<file path="src/rtl/bci_pkg.sv">
// shared types and constants for the bicubic cell interpolator
// no dependencies; imported by every module of the block
`default_nettype none

package bci_pkg;

  // extra fraction bits carried by samples in the row pass
  localparam int EXTRA_BITS = 8;
  // width of the signed output value
  localparam int OUT_BITS = 18;

  // row index within a 4x4 cell
  localparam int ROW_IDX_BITS = 2;
  localparam logic [ROW_IDX_BITS-1:0] LAST_ROW = 2'd3;

  // depth of the queue between front and back
  localparam int QUEUE_DEPTH = 2;

  // queue fill status seen by both sides
  typedef struct packed {
    logic full;
    logic empty;
  } fifo_status_t;

  // cubic sequencer states of the back part
  typedef enum logic [3:0] {
    ST_IDLE,
    ST_DIFF,
    ST_MUL3,
    ST_ADD3,
    ST_MUL2,
    ST_ADD2,
    ST_MUL1,
    ST_ADD1,
    ST_DONE
  } back_state_t;

endpackage

`default_nettype wire

</file>
<file path="src/rtl/bci_fifo.sv">
// small register queue between the front and back parts
// depends on bci_pkg for the fill status struct
`default_nettype none

module bci_fifo #(
  parameter int WIDTH = 98,
  parameter int DEPTH = 2
) (
  input  wire                     clk,
  input  wire                     rst,
  input  wire                     push,
  input  wire  [WIDTH-1:0]        wr_data,
  input  wire                     pop,
  output logic [WIDTH-1:0]        rd_data,
  output bci_pkg::fifo_status_t   status
);
  import bci_pkg::*;

  localparam int PTR_W = (DEPTH > 1) ? $clog2(DEPTH) : 1;
  localparam int CNT_W = $clog2(DEPTH + 1);

  logic [WIDTH-1:0] mem [DEPTH];
  logic [PTR_W-1:0] wr_ptr;
  logic [PTR_W-1:0] rd_ptr;
  logic [CNT_W-1:0] count;

  // status from the fill count
  assign status.full  = (count == CNT_W'(DEPTH));
  assign status.empty = (count == '0);
  assign rd_data      = mem[rd_ptr];

  // storage, no reset needed
  always_ff @(posedge clk) begin
    if (push) begin
      mem[wr_ptr] <= wr_data;
    end
  end

  // pointers and fill count
  always_ff @(posedge clk) begin
    if (rst) begin
      wr_ptr <= '0;
      rd_ptr <= '0;
      count  <= '0;
    end else begin
      if (push) begin
        wr_ptr <= (wr_ptr == PTR_W'(DEPTH - 1)) ? '0 : wr_ptr + 1'b1;
      end
      if (pop) begin
        rd_ptr <= (rd_ptr == PTR_W'(DEPTH - 1)) ? '0 : rd_ptr + 1'b1;
      end
      unique case ({push, pop})
        2'b10:   count <= count + 1'b1;
        2'b01:   count <= count - 1'b1;
        default: count <= count;
      endcase
    end
  end

endmodule

`default_nettype wire

</file>
<file path="src/rtl/bci_front.sv">
// front part: accepts row items, tags each with its row index in the cell
// depends on bci_pkg; feeds bci_fifo
`default_nettype none

module bci_front #(
  parameter int SAMPLE_BITS = 16,
  parameter int FRAC_BITS   = 16,
  parameter int ENTRY_W     = 4 * SAMPLE_BITS + 2 * FRAC_BITS + bci_pkg::ROW_IDX_BITS
) (
  input  wire                      clk,
  input  wire                      rst,
  input  wire                      sample_valid,
  output logic                     sample_stall,
  input  wire  [SAMPLE_BITS-1:0]   sample_0,
  input  wire  [SAMPLE_BITS-1:0]   sample_1,
  input  wire  [SAMPLE_BITS-1:0]   sample_2,
  input  wire  [SAMPLE_BITS-1:0]   sample_3,
  input  wire  [FRAC_BITS-1:0]     frac_h,
  input  wire  [FRAC_BITS-1:0]     frac_v,
  input  bci_pkg::fifo_status_t    status,
  output logic                     push,
  output logic [ENTRY_W-1:0]       entry
);
  import bci_pkg::*;

  logic [ROW_IDX_BITS-1:0] row_count;

  // stall while the queue has no room
  assign sample_stall = status.full;
  assign push         = sample_valid && !status.full;

  // queue entry: fractions, samples and row index
  assign entry = {frac_v, frac_h, sample_3, sample_2, sample_1, sample_0, row_count};

  // row index wraps after the last row of a cell
  always_ff @(posedge clk) begin
    if (rst) begin
      row_count <= '0;
    end else if (push) begin
      row_count <= (row_count == LAST_ROW) ? '0 : row_count + 1'b1;
    end
  end

endmodule

`default_nettype wire

</file>
<file path="src/rtl/bci_back.sv">
// back part: shared cubic sequencer for row and column passes, output register
// depends on bci_pkg; reads entries from bci_fifo
`default_nettype none

module bci_back #(
  parameter int SAMPLE_BITS = 16,
  parameter int FRAC_BITS   = 16,
  parameter int ENTRY_W     = 4 * SAMPLE_BITS + 2 * FRAC_BITS + bci_pkg::ROW_IDX_BITS
) (
  input  wire                                  clk,
  input  wire                                  rst,
  input  wire  [ENTRY_W-1:0]                   entry,
  input  bci_pkg::fifo_status_t                status,
  output logic                                 pop,
  output logic                                 value_valid,
  input  wire                                  value_stall,
  output logic signed [bci_pkg::OUT_BITS-1:0]  value
);
  import bci_pkg::*;

  // datapath, row result and product widths
  localparam int CW = SAMPLE_BITS + 14;
  localparam int RW = SAMPLE_BITS + 10;
  localparam int PW = CW + FRAC_BITS + 1;

  // entry field offsets
  localparam int OFF_S0 = ROW_IDX_BITS;
  localparam int OFF_S1 = OFF_S0 + SAMPLE_BITS;
  localparam int OFF_S2 = OFF_S1 + SAMPLE_BITS;
  localparam int OFF_S3 = OFF_S2 + SAMPLE_BITS;
  localparam int OFF_FH = OFF_S3 + SAMPLE_BITS;
  localparam int OFF_FV = OFF_FH + FRAC_BITS;

  localparam logic signed [PW-1:0] HALF_F  = {{(PW-1){1'b0}}, 1'b1} << (FRAC_BITS - 1);
  localparam logic signed [PW-1:0] HALF_F1 = {{(PW-1){1'b0}}, 1'b1} << FRAC_BITS;
  localparam logic signed [CW-1:0] HALF_O  = {{(CW-1){1'b0}}, 1'b1} << (EXTRA_BITS - 1);
  localparam logic signed [CW-1:0] SAT_HI  = {{(CW-OUT_BITS+1){1'b0}}, {(OUT_BITS-1){1'b1}}};
  localparam logic signed [CW-1:0] SAT_LO  = {{(CW-OUT_BITS+1){1'b1}}, {(OUT_BITS-1){1'b0}}};

  back_state_t state, state_next;

  logic signed [CW-1:0]    v0, v1, v2, v3;
  logic signed [CW-1:0]    d1, d2, d3;
  logic signed [CW-1:0]    acc;
  logic signed [CW-1:0]    col_res;
  logic signed [RW-1:0]    rr0, rr1, rr2;
  logic [FRAC_BITS-1:0]    t;
  logic [FRAC_BITS-1:0]    tv;
  logic [ROW_IDX_BITS-1:0] idx;
  logic                    col;
  logic signed [PW-1:0]    prod;

  logic                    out_free;
  logic                    load_row;
  logic                    do_diff;
  logic                    do_mul;
  logic                    sel_d3;
  logic                    do_inner;
  logic                    do_mid;
  logic                    do_res;
  logic                    load_out;

  logic [SAMPLE_BITS-1:0]  e_s0, e_s1, e_s2, e_s3;
  logic signed [FRAC_BITS:0] t_s;
  logic signed [CW-1:0]    mul_a;
  logic signed [PW-1:0]    rnd_f, rnd_f1;
  logic signed [CW-1:0]    rf, rf1;
  logic signed [CW-1:0]    res_c;
  logic signed [CW-1:0]    vr;
  logic signed [OUT_BITS-1:0] value_next;

  // entry unpacking
  assign e_s0 = entry[OFF_S0 +: SAMPLE_BITS];
  assign e_s1 = entry[OFF_S1 +: SAMPLE_BITS];
  assign e_s2 = entry[OFF_S2 +: SAMPLE_BITS];
  assign e_s3 = entry[OFF_S3 +: SAMPLE_BITS];

  assign out_free = !value_valid || !value_stall;

  // next state
  always_comb begin
    state_next = state;
    unique case (state)
      ST_IDLE: begin
        if (!status.empty) state_next = ST_DIFF;
      end
      ST_DIFF: state_next = ST_MUL3;
      ST_MUL3: state_next = ST_ADD3;
      ST_ADD3: state_next = ST_MUL2;
      ST_MUL2: state_next = ST_ADD2;
      ST_ADD2: state_next = ST_MUL1;
      ST_MUL1: state_next = ST_ADD1;
      ST_ADD1: begin
        if (col) begin
          state_next = ST_DONE;
        end else if (idx == LAST_ROW) begin
          state_next = ST_DIFF;
        end else begin
          state_next = ST_IDLE;
        end
      end
      ST_DONE: begin
        if (out_free) state_next = ST_IDLE;
      end
      default: state_next = ST_IDLE;
    endcase
  end

  // control outputs
  always_comb begin
    load_row = 1'b0;
    do_diff  = 1'b0;
    do_mul   = 1'b0;
    sel_d3   = 1'b0;
    do_inner = 1'b0;
    do_mid   = 1'b0;
    do_res   = 1'b0;
    load_out = 1'b0;
    unique case (state)
      ST_IDLE: load_row = !status.empty;
      ST_DIFF: do_diff  = 1'b1;
      ST_MUL3: begin
        do_mul = 1'b1;
        sel_d3 = 1'b1;
      end
      ST_ADD3: do_inner = 1'b1;
      ST_MUL2: do_mul   = 1'b1;
      ST_ADD2: do_mid   = 1'b1;
      ST_MUL1: do_mul   = 1'b1;
      ST_ADD1: do_res   = 1'b1;
      ST_DONE: load_out = out_free;
      default: load_row = 1'b0;
    endcase
  end

  assign pop = load_row;

  // shared multiplier operands and rounding of the product
  assign t_s    = {1'b0, t};
  assign mul_a  = sel_d3 ? d3 : acc;
  assign rnd_f  = (prod + HALF_F) >>> FRAC_BITS;
  assign rnd_f1 = (prod + HALF_F1) >>> (FRAC_BITS + 1);
  assign rf     = rnd_f[CW-1:0];
  assign rf1    = rnd_f1[CW-1:0];
  assign res_c  = v1 + rf1;

  // final rounding and saturation
  assign vr = (col_res + HALF_O) >>> EXTRA_BITS;
  always_comb begin
    priority if (vr > SAT_HI) begin
      value_next = SAT_HI[OUT_BITS-1:0];
    end else if (vr < SAT_LO) begin
      value_next = SAT_LO[OUT_BITS-1:0];
    end else begin
      value_next = vr[OUT_BITS-1:0];
    end
  end

  // state, output valid and column-pass flag
  always_ff @(posedge clk) begin
    if (rst) begin
      state       <= ST_IDLE;
      value_valid <= 1'b0;
      col         <= 1'b0;
    end else begin
      state <= state_next;
      if (load_out) begin
        value_valid <= 1'b1;
      end else if (value_valid && !value_stall) begin
        value_valid <= 1'b0;
      end
      if (load_row) begin
        col <= 1'b0;
      end else if (do_res && !col && idx == LAST_ROW) begin
        col <= 1'b1;
      end
    end
  end

  // cubic datapath
  always_ff @(posedge clk) begin
    if (load_row) begin
      v0  <= {{(CW-SAMPLE_BITS-EXTRA_BITS){1'b0}}, e_s0, {EXTRA_BITS{1'b0}}};
      v1  <= {{(CW-SAMPLE_BITS-EXTRA_BITS){1'b0}}, e_s1, {EXTRA_BITS{1'b0}}};
      v2  <= {{(CW-SAMPLE_BITS-EXTRA_BITS){1'b0}}, e_s2, {EXTRA_BITS{1'b0}}};
      v3  <= {{(CW-SAMPLE_BITS-EXTRA_BITS){1'b0}}, e_s3, {EXTRA_BITS{1'b0}}};
      t   <= entry[OFF_FH +: FRAC_BITS];
      tv  <= entry[OFF_FV +: FRAC_BITS];
      idx <= entry[ROW_IDX_BITS-1:0];
    end
    // difference terms of the cubic
    if (do_diff) begin
      d1 <= v2 - v0;
      d2 <= (v0 <<< 1) - ((v1 <<< 2) + v1) + (v2 <<< 2) - v3;
      d3 <= ((v1 - v2) <<< 1) + (v1 - v2) + v3 - v0;
    end
    if (do_mul) begin
      prod <= t_s * mul_a;
    end
    if (do_inner) begin
      acc <= d2 + rf;
    end
    if (do_mid) begin
      acc <= d1 + rf;
    end
    // row result: store it, start the column pass on the last row, or keep the column result
    if (do_res) begin
      if (col) begin
        col_res <= res_c;
      end else begin
        unique case (idx)
          2'd0:    rr0 <= res_c[RW-1:0];
          2'd1:    rr1 <= res_c[RW-1:0];
          2'd2:    rr2 <= res_c[RW-1:0];
          default: begin
            v0 <= {{(CW-RW){rr0[RW-1]}}, rr0};
            v1 <= {{(CW-RW){rr1[RW-1]}}, rr1};
            v2 <= {{(CW-RW){rr2[RW-1]}}, rr2};
            v3 <= res_c;
            t  <= tv;
          end
        endcase
      end
    end
    if (load_out) begin
      value <= value_next;
    end
  end

endmodule

`default_nettype wire

</file>
<file path="src/rtl/bicubic_cell_interpolator.sv">
// top level of the bicubic cell interpolator: front, queue and back parts
// depends on bci_pkg, bci_front, bci_fifo and bci_back
//
//   channel  | handshake                  | payload
//   ---------+----------------------------+-----------------------------------
//   row in   | sample_valid / sample_stall | sample_0..sample_3, frac_h, frac_v
//   value out| value_valid / value_stall   | value (18-bit signed)
//
// each row runs the back part's shared multiplier sequencer (difference
// terms, three multiply/add steps); a cell's fourth row runs it again for
// the column pass and output load; a two-entry queue takes rows meanwhile.
// synchronous reset clears the row index, the queue and the output valid.
// a stalled output holds the back part only when the next value is ready.
`default_nettype none

module bicubic_cell_interpolator #(
  parameter int SAMPLE_BITS = 16,
  parameter int FRAC_BITS   = 16
) (
  input  wire                                  clk,
  input  wire                                  rst,
  input  wire                                  sample_valid,
  output logic                                 sample_stall,
  input  wire  [SAMPLE_BITS-1:0]               sample_0,
  input  wire  [SAMPLE_BITS-1:0]               sample_1,
  input  wire  [SAMPLE_BITS-1:0]               sample_2,
  input  wire  [SAMPLE_BITS-1:0]               sample_3,
  input  wire  [FRAC_BITS-1:0]                 frac_h,
  input  wire  [FRAC_BITS-1:0]                 frac_v,
  output logic                                 value_valid,
  input  wire                                  value_stall,
  output logic signed [bci_pkg::OUT_BITS-1:0]  value
);
  import bci_pkg::*;

  localparam int ENTRY_W = 4 * SAMPLE_BITS + 2 * FRAC_BITS + ROW_IDX_BITS;

  logic               push;
  logic               pop;
  logic [ENTRY_W-1:0] wr_entry;
  logic [ENTRY_W-1:0] rd_entry;
  fifo_status_t       status;

  // row intake and classification
  bci_front #(
    .SAMPLE_BITS (SAMPLE_BITS),
    .FRAC_BITS   (FRAC_BITS),
    .ENTRY_W     (ENTRY_W)
  ) u_front (
    .clk          (clk),
    .rst          (rst),
    .sample_valid (sample_valid),
    .sample_stall (sample_stall),
    .sample_0     (sample_0),
    .sample_1     (sample_1),
    .sample_2     (sample_2),
    .sample_3     (sample_3),
    .frac_h       (frac_h),
    .frac_v       (frac_v),
    .status       (status),
    .push         (push),
    .entry        (wr_entry)
  );

  // decoupling queue
  bci_fifo #(
    .WIDTH (ENTRY_W),
    .DEPTH (QUEUE_DEPTH)
  ) u_fifo (
    .clk     (clk),
    .rst     (rst),
    .push    (push),
    .wr_data (wr_entry),
    .pop     (pop),
    .rd_data (rd_entry),
    .status  (status)
  );

  // cubic evaluation and output register
  bci_back #(
    .SAMPLE_BITS (SAMPLE_BITS),
    .FRAC_BITS   (FRAC_BITS),
    .ENTRY_W     (ENTRY_W)
  ) u_back (
    .clk         (clk),
    .rst         (rst),
    .entry       (rd_entry),
    .status      (status),
    .pop         (pop),
    .value_valid (value_valid),
    .value_stall (value_stall),
    .value       (value)
  );

endmodule

`default_nettype wire

</file>
<file path="config.mk">
export PLATFORM = sky130hd
export DESIGN_NAME = bicubic_cell_interpolator
export DESIGN_NICKNAME = d
export VERILOG_FILES = /design/src/rtl/bci_pkg.sv /design/src/rtl/bci_fifo.sv /design/src/rtl/bci_front.sv /design/src/rtl/bci_back.sv /design/src/rtl/bicubic_cell_interpolator.sv
export SDC_FILE = /design/constraint.sdc
export NUM_CORES = 2
export LEC_CHECK = 0
export ABC_CLOCK_PERIOD_IN_PS = 7900
export BUFFER_PORTS_ARGS = -buffer_cell sky130_fd_sc_hd__buf_2
export CAP_MARGIN = 20
export CORE_UTILIZATION = 55
export CTS_CLUSTER_SIZE = 28
export DETAILED_ROUTE_END_ITERATION = 10
export PLACE_DENSITY = 0.74
export SLEW_MARGIN = 25
export SYNTH_ARGS = -nofsm -noshare
export SYNTH_HDL_FRONTEND = slang
export SYNTH_HIERARCHICAL = 1
export SYNTH_SLANG_ARGS = --single-unit
</file>
<file path="constraint.sdc">
create_clock -name clk -period 7.9 [get_ports clk]
set_input_delay 1.58 -clock clk [delete_from_list [all_inputs] [get_ports clk]]
set_output_delay 1.58 -clock clk [all_outputs]
set_load 0.01 [all_outputs]
</file>
==> impl_metrics.json <==
{
  "status": "finished clean",
  "synthToLayoutAreaGrowth_pct": 6.94,
  "std_cell_rows": 113,
  "viasPerCell": 5.58,
  "syn_nets": 6094,
  "cp-endpoint": "u_back/prod[43]",
  "cp_slowest_stage_delay_ns": 0.54,
  "syn_inst": 5100,
  "wire_per_inst_microns": 19.6,
  "gp_congestion": 0.919,
  "hold_viol_final": 0,
  "htreeDepth": 3,
  "finalCriticalPeriod_ns": 7.65,
  "numCtsBuffers": 68,
  "fin_skew_ns": 0.0578,
  "die_x_microns": 312,
  "num_vias": 35738,
  "worst_path_most_repeated_cell": "fa_1",
  "drtPass1Iterations": 6,
  "largest_register": "u_fifo/mem",
  "cp.depth": 25,
  "track_usage_pct": 26.1,
  "slowest_stage": "fa_1",
  "fill_cells": 7915,
  "cap_violations": 0,
  "synthFlopType": "edfxtp_1",
  "tns_ns": 0,
  "io_pins": 120,
  "die-area_sq_um": 97300,
  "relSlewSlack_pct": 31.7,
  "r2r-end": "u_back/prod[43]",
  "root_buffer": "clkbuf_16",
  "r2r_slack_ns": 0.25,
  "grt_max_degree": 109,
  "drt-initial-drc-count": 2757,
  "yosysWarnings": 6,
  "setup_viol": 0,
  "ys_seq_area_share_pct": 33.2,
  "crit_buf_inv": 6,
  "reg2reg_depth": 25,
  "hold_path_class": "flop to flop",
  "cp.required_ns": 8.26,
  "ant_nets": 0,
  "antenna_found_initial": 0,
  "routed_wl_microns": 125000,
  "largest_reg_flops": 196,
  "cts_tree": "built",
  "slew_violations": 0,
  "cp-start-kind": "flop",
  "initial_core_util_pct": 55.6,
  "crit_type": "flop to flop",
  "rsz0062_at_grt": "false",
  "max_freq_mhz": 131,
  "place_hpwl_microns": 98100,
  "clkSinkCount": 634,
  "ys_ff_latch": 634,
  "worstPathMaxFanout": 16,
  "final_common_cell": "inv_1",
  "grt_overflow": 0,
  "path_delay_family": "adder cells",
  "clk_pin_slew_ns": 0.06,
  "synthArstFlopShare_pct": 0,
  "drive_gt1_share_pct": 9.52,
  "use_met3_pct": 3.61,
  "insertedDiodeCount": 0,
  "clk-insertion-delay-late_ns": 0.65,
  "yosysUniqueCellTypes": 90,
  "busiest_layer": "met2",
  "globalRouteMet1Util_pct": 35.1,
  "reg_top3": "u_fifo/mem x196, u_back/prod x32",
  "final_cell_mix": "inv_1, nand2_1, fa_1, edfxtp_1, ha_1",
  "nNetsFinal": 6072,
  "synth_edf_count": 485,
  "port_buffers": 119,
  "grt_pass1_wl_microns": 199000,
  "core_region_area_sq_um": 95000,
  "cts_hold_buf": 0,
  "regToRegStartpoint": "u_back/state[3]",
  "drcViolationCount": 0,
  "clockBufferDepth": 3,
  "die_h_microns": 312,
  "grt_pass1_vias": 36384,
  "tightest_slew_ns": 1.02,
  "synthesis.area_sq_um": 52800,
  "cp.arrival_ns": 8.01,
  "critPathCaptureType": "flop",
  "grtUsageMet2_pct": 44.2,
  "fin_crit_sh_pct": 96.9,
  "crit_start": "u_back/state[3]",
  "syn_area_per_cell_sq_um": 10.4
}
[synth_stat cells (all sizes together) (11+ instances only)]
| cell type | number | area share [%] |
|---|---|---|
| nor2b | 24 | 0.30 |
| buf | 132 | 1.8 |
| nand3 | 78 | 0.75 |
| inv | 850 | 6.0 |
| and2 | 216 | 2.6 |
| nor2 | 213 | 1.5 |
| o21ai | 105 | 1.0 |
| o21a | 34 | 0.48 |
| fa | 602 | 23 |
| ha | 292 | 6.9 |
| nand2 | 646 | 4.6 |
| edfxtp | 485 | 28 |
| a21oi | 163 | 1.6 |
| o21bai | 28 | 0.41 |
| and4 | 11 | 0.18 |
| xnor2 | 182 | 3.0 |
| xor2 | 102 | 1.7 |
| nor3 | 30 | 0.29 |
| a31oi | 93 | 1.1 |
| a21o | 109 | 1.5 |
| clkbuf | 141 | 1.0 |
| nand4 | 28 | 0.34 |
| nand2b | 23 | 0.27 |
| o31ai | 30 | 0.43 |
| and3 | 28 | 0.33 |
| mux2 | 157 | 3.3 |
| a211oi | 24 | 0.34 |
| dfxtp | 149 | 5.6 |
[tightest hold or removal path: cells and delay by family (launching register included)]
kind	cells	cell delay (ns)
DFF	1	0.32
and+or+nand+nor	2	0.08
[layout make-up]
class | count | area, sq um | share of cell area, %
Tap cell | 1265 | 1580 | 2.80
Clock buffer | 103 | 1930 | 3.42
Clock inverter | 23 | 309 | 0.547
Multi-Input combinational cell | 3343 | 30800 | 54.5
Timing Repair Buffer | 181 | 1110 | 1.97
Inverter | 850 | 3200 | 5.66
Sequential cell | 634 | 17600 | 31.1
[stage by stage]
stage	instance area, sq um	std cells	hold slack (ns)	util, %	setup slack (ns)
6_report	56500	6399	0.426	59.4	0.246
4_1_cts	56300	6394	0.427	59.3	0.122
5_1_grt	56500	6399	0.454	59.4	0.0290
3_5_place_dp	54100	6268	0.417	56.9	0.0200
3_3_place_gp	54100	6268	0.412	56.9	0.0991
2_1_floorplan	52800	5100	0.408	-	0.486
[per-layer routing]
metal  share of wire, %  vias to the layer above
met5                  0                        -
li1                   -                    16456
met2                 49                     1271
met4                2.7                        0
met3                6.7                      202
met1                 41                    17809
[kinds of logic after synthesis]
family	count (synthesis)	share of synthesized area [%]
adder cells (fa/ha/maj)	894	29.7
XOR/XNOR	284	4.72
multiplexers	162	3.44
flip-flops	634	33.2
AND/OR/NAND/NOR	1330	11.6
buffers and inverters	1123	8.82
AO/OA/AOI/OAI	673	8.43
[what timing repair did]
| action | CTS | global route |
|---|---|---|
| setup buffers | 0 | 2 |
| pin swaps | 0 | 3 |
| gates resized for setup | 1 | 23 |
| cloned | 0 | 2 |
| endpoints found under the setup margin | 1 | 10 |
[worst min-delay path by stage]
stage	startpoint	endpoint	slack [ns]	cells after the start
6_report	u_back/rr1[24]	u_back/v1[24]	0.43	2
5_1_grt	u_back/rr1[2]	u_back/v1[2]	0.45	2
4_1_cts	u_back/rr1[2]	u_back/v1[2]	0.43	2
3_5_place_dp	u_back/rr1[24]	u_back/v1[24]	0.42	2
3_3_place_gp	u_back/rr1[24]	u_back/v1[24]	0.41	2
2_1_floorplan	u_back/rr0[0]	u_back/v0[0]	0.41	2
Power is not shown: default switching activity piles up to over one toggle a cycle in this logic, so the estimate is an artifact.
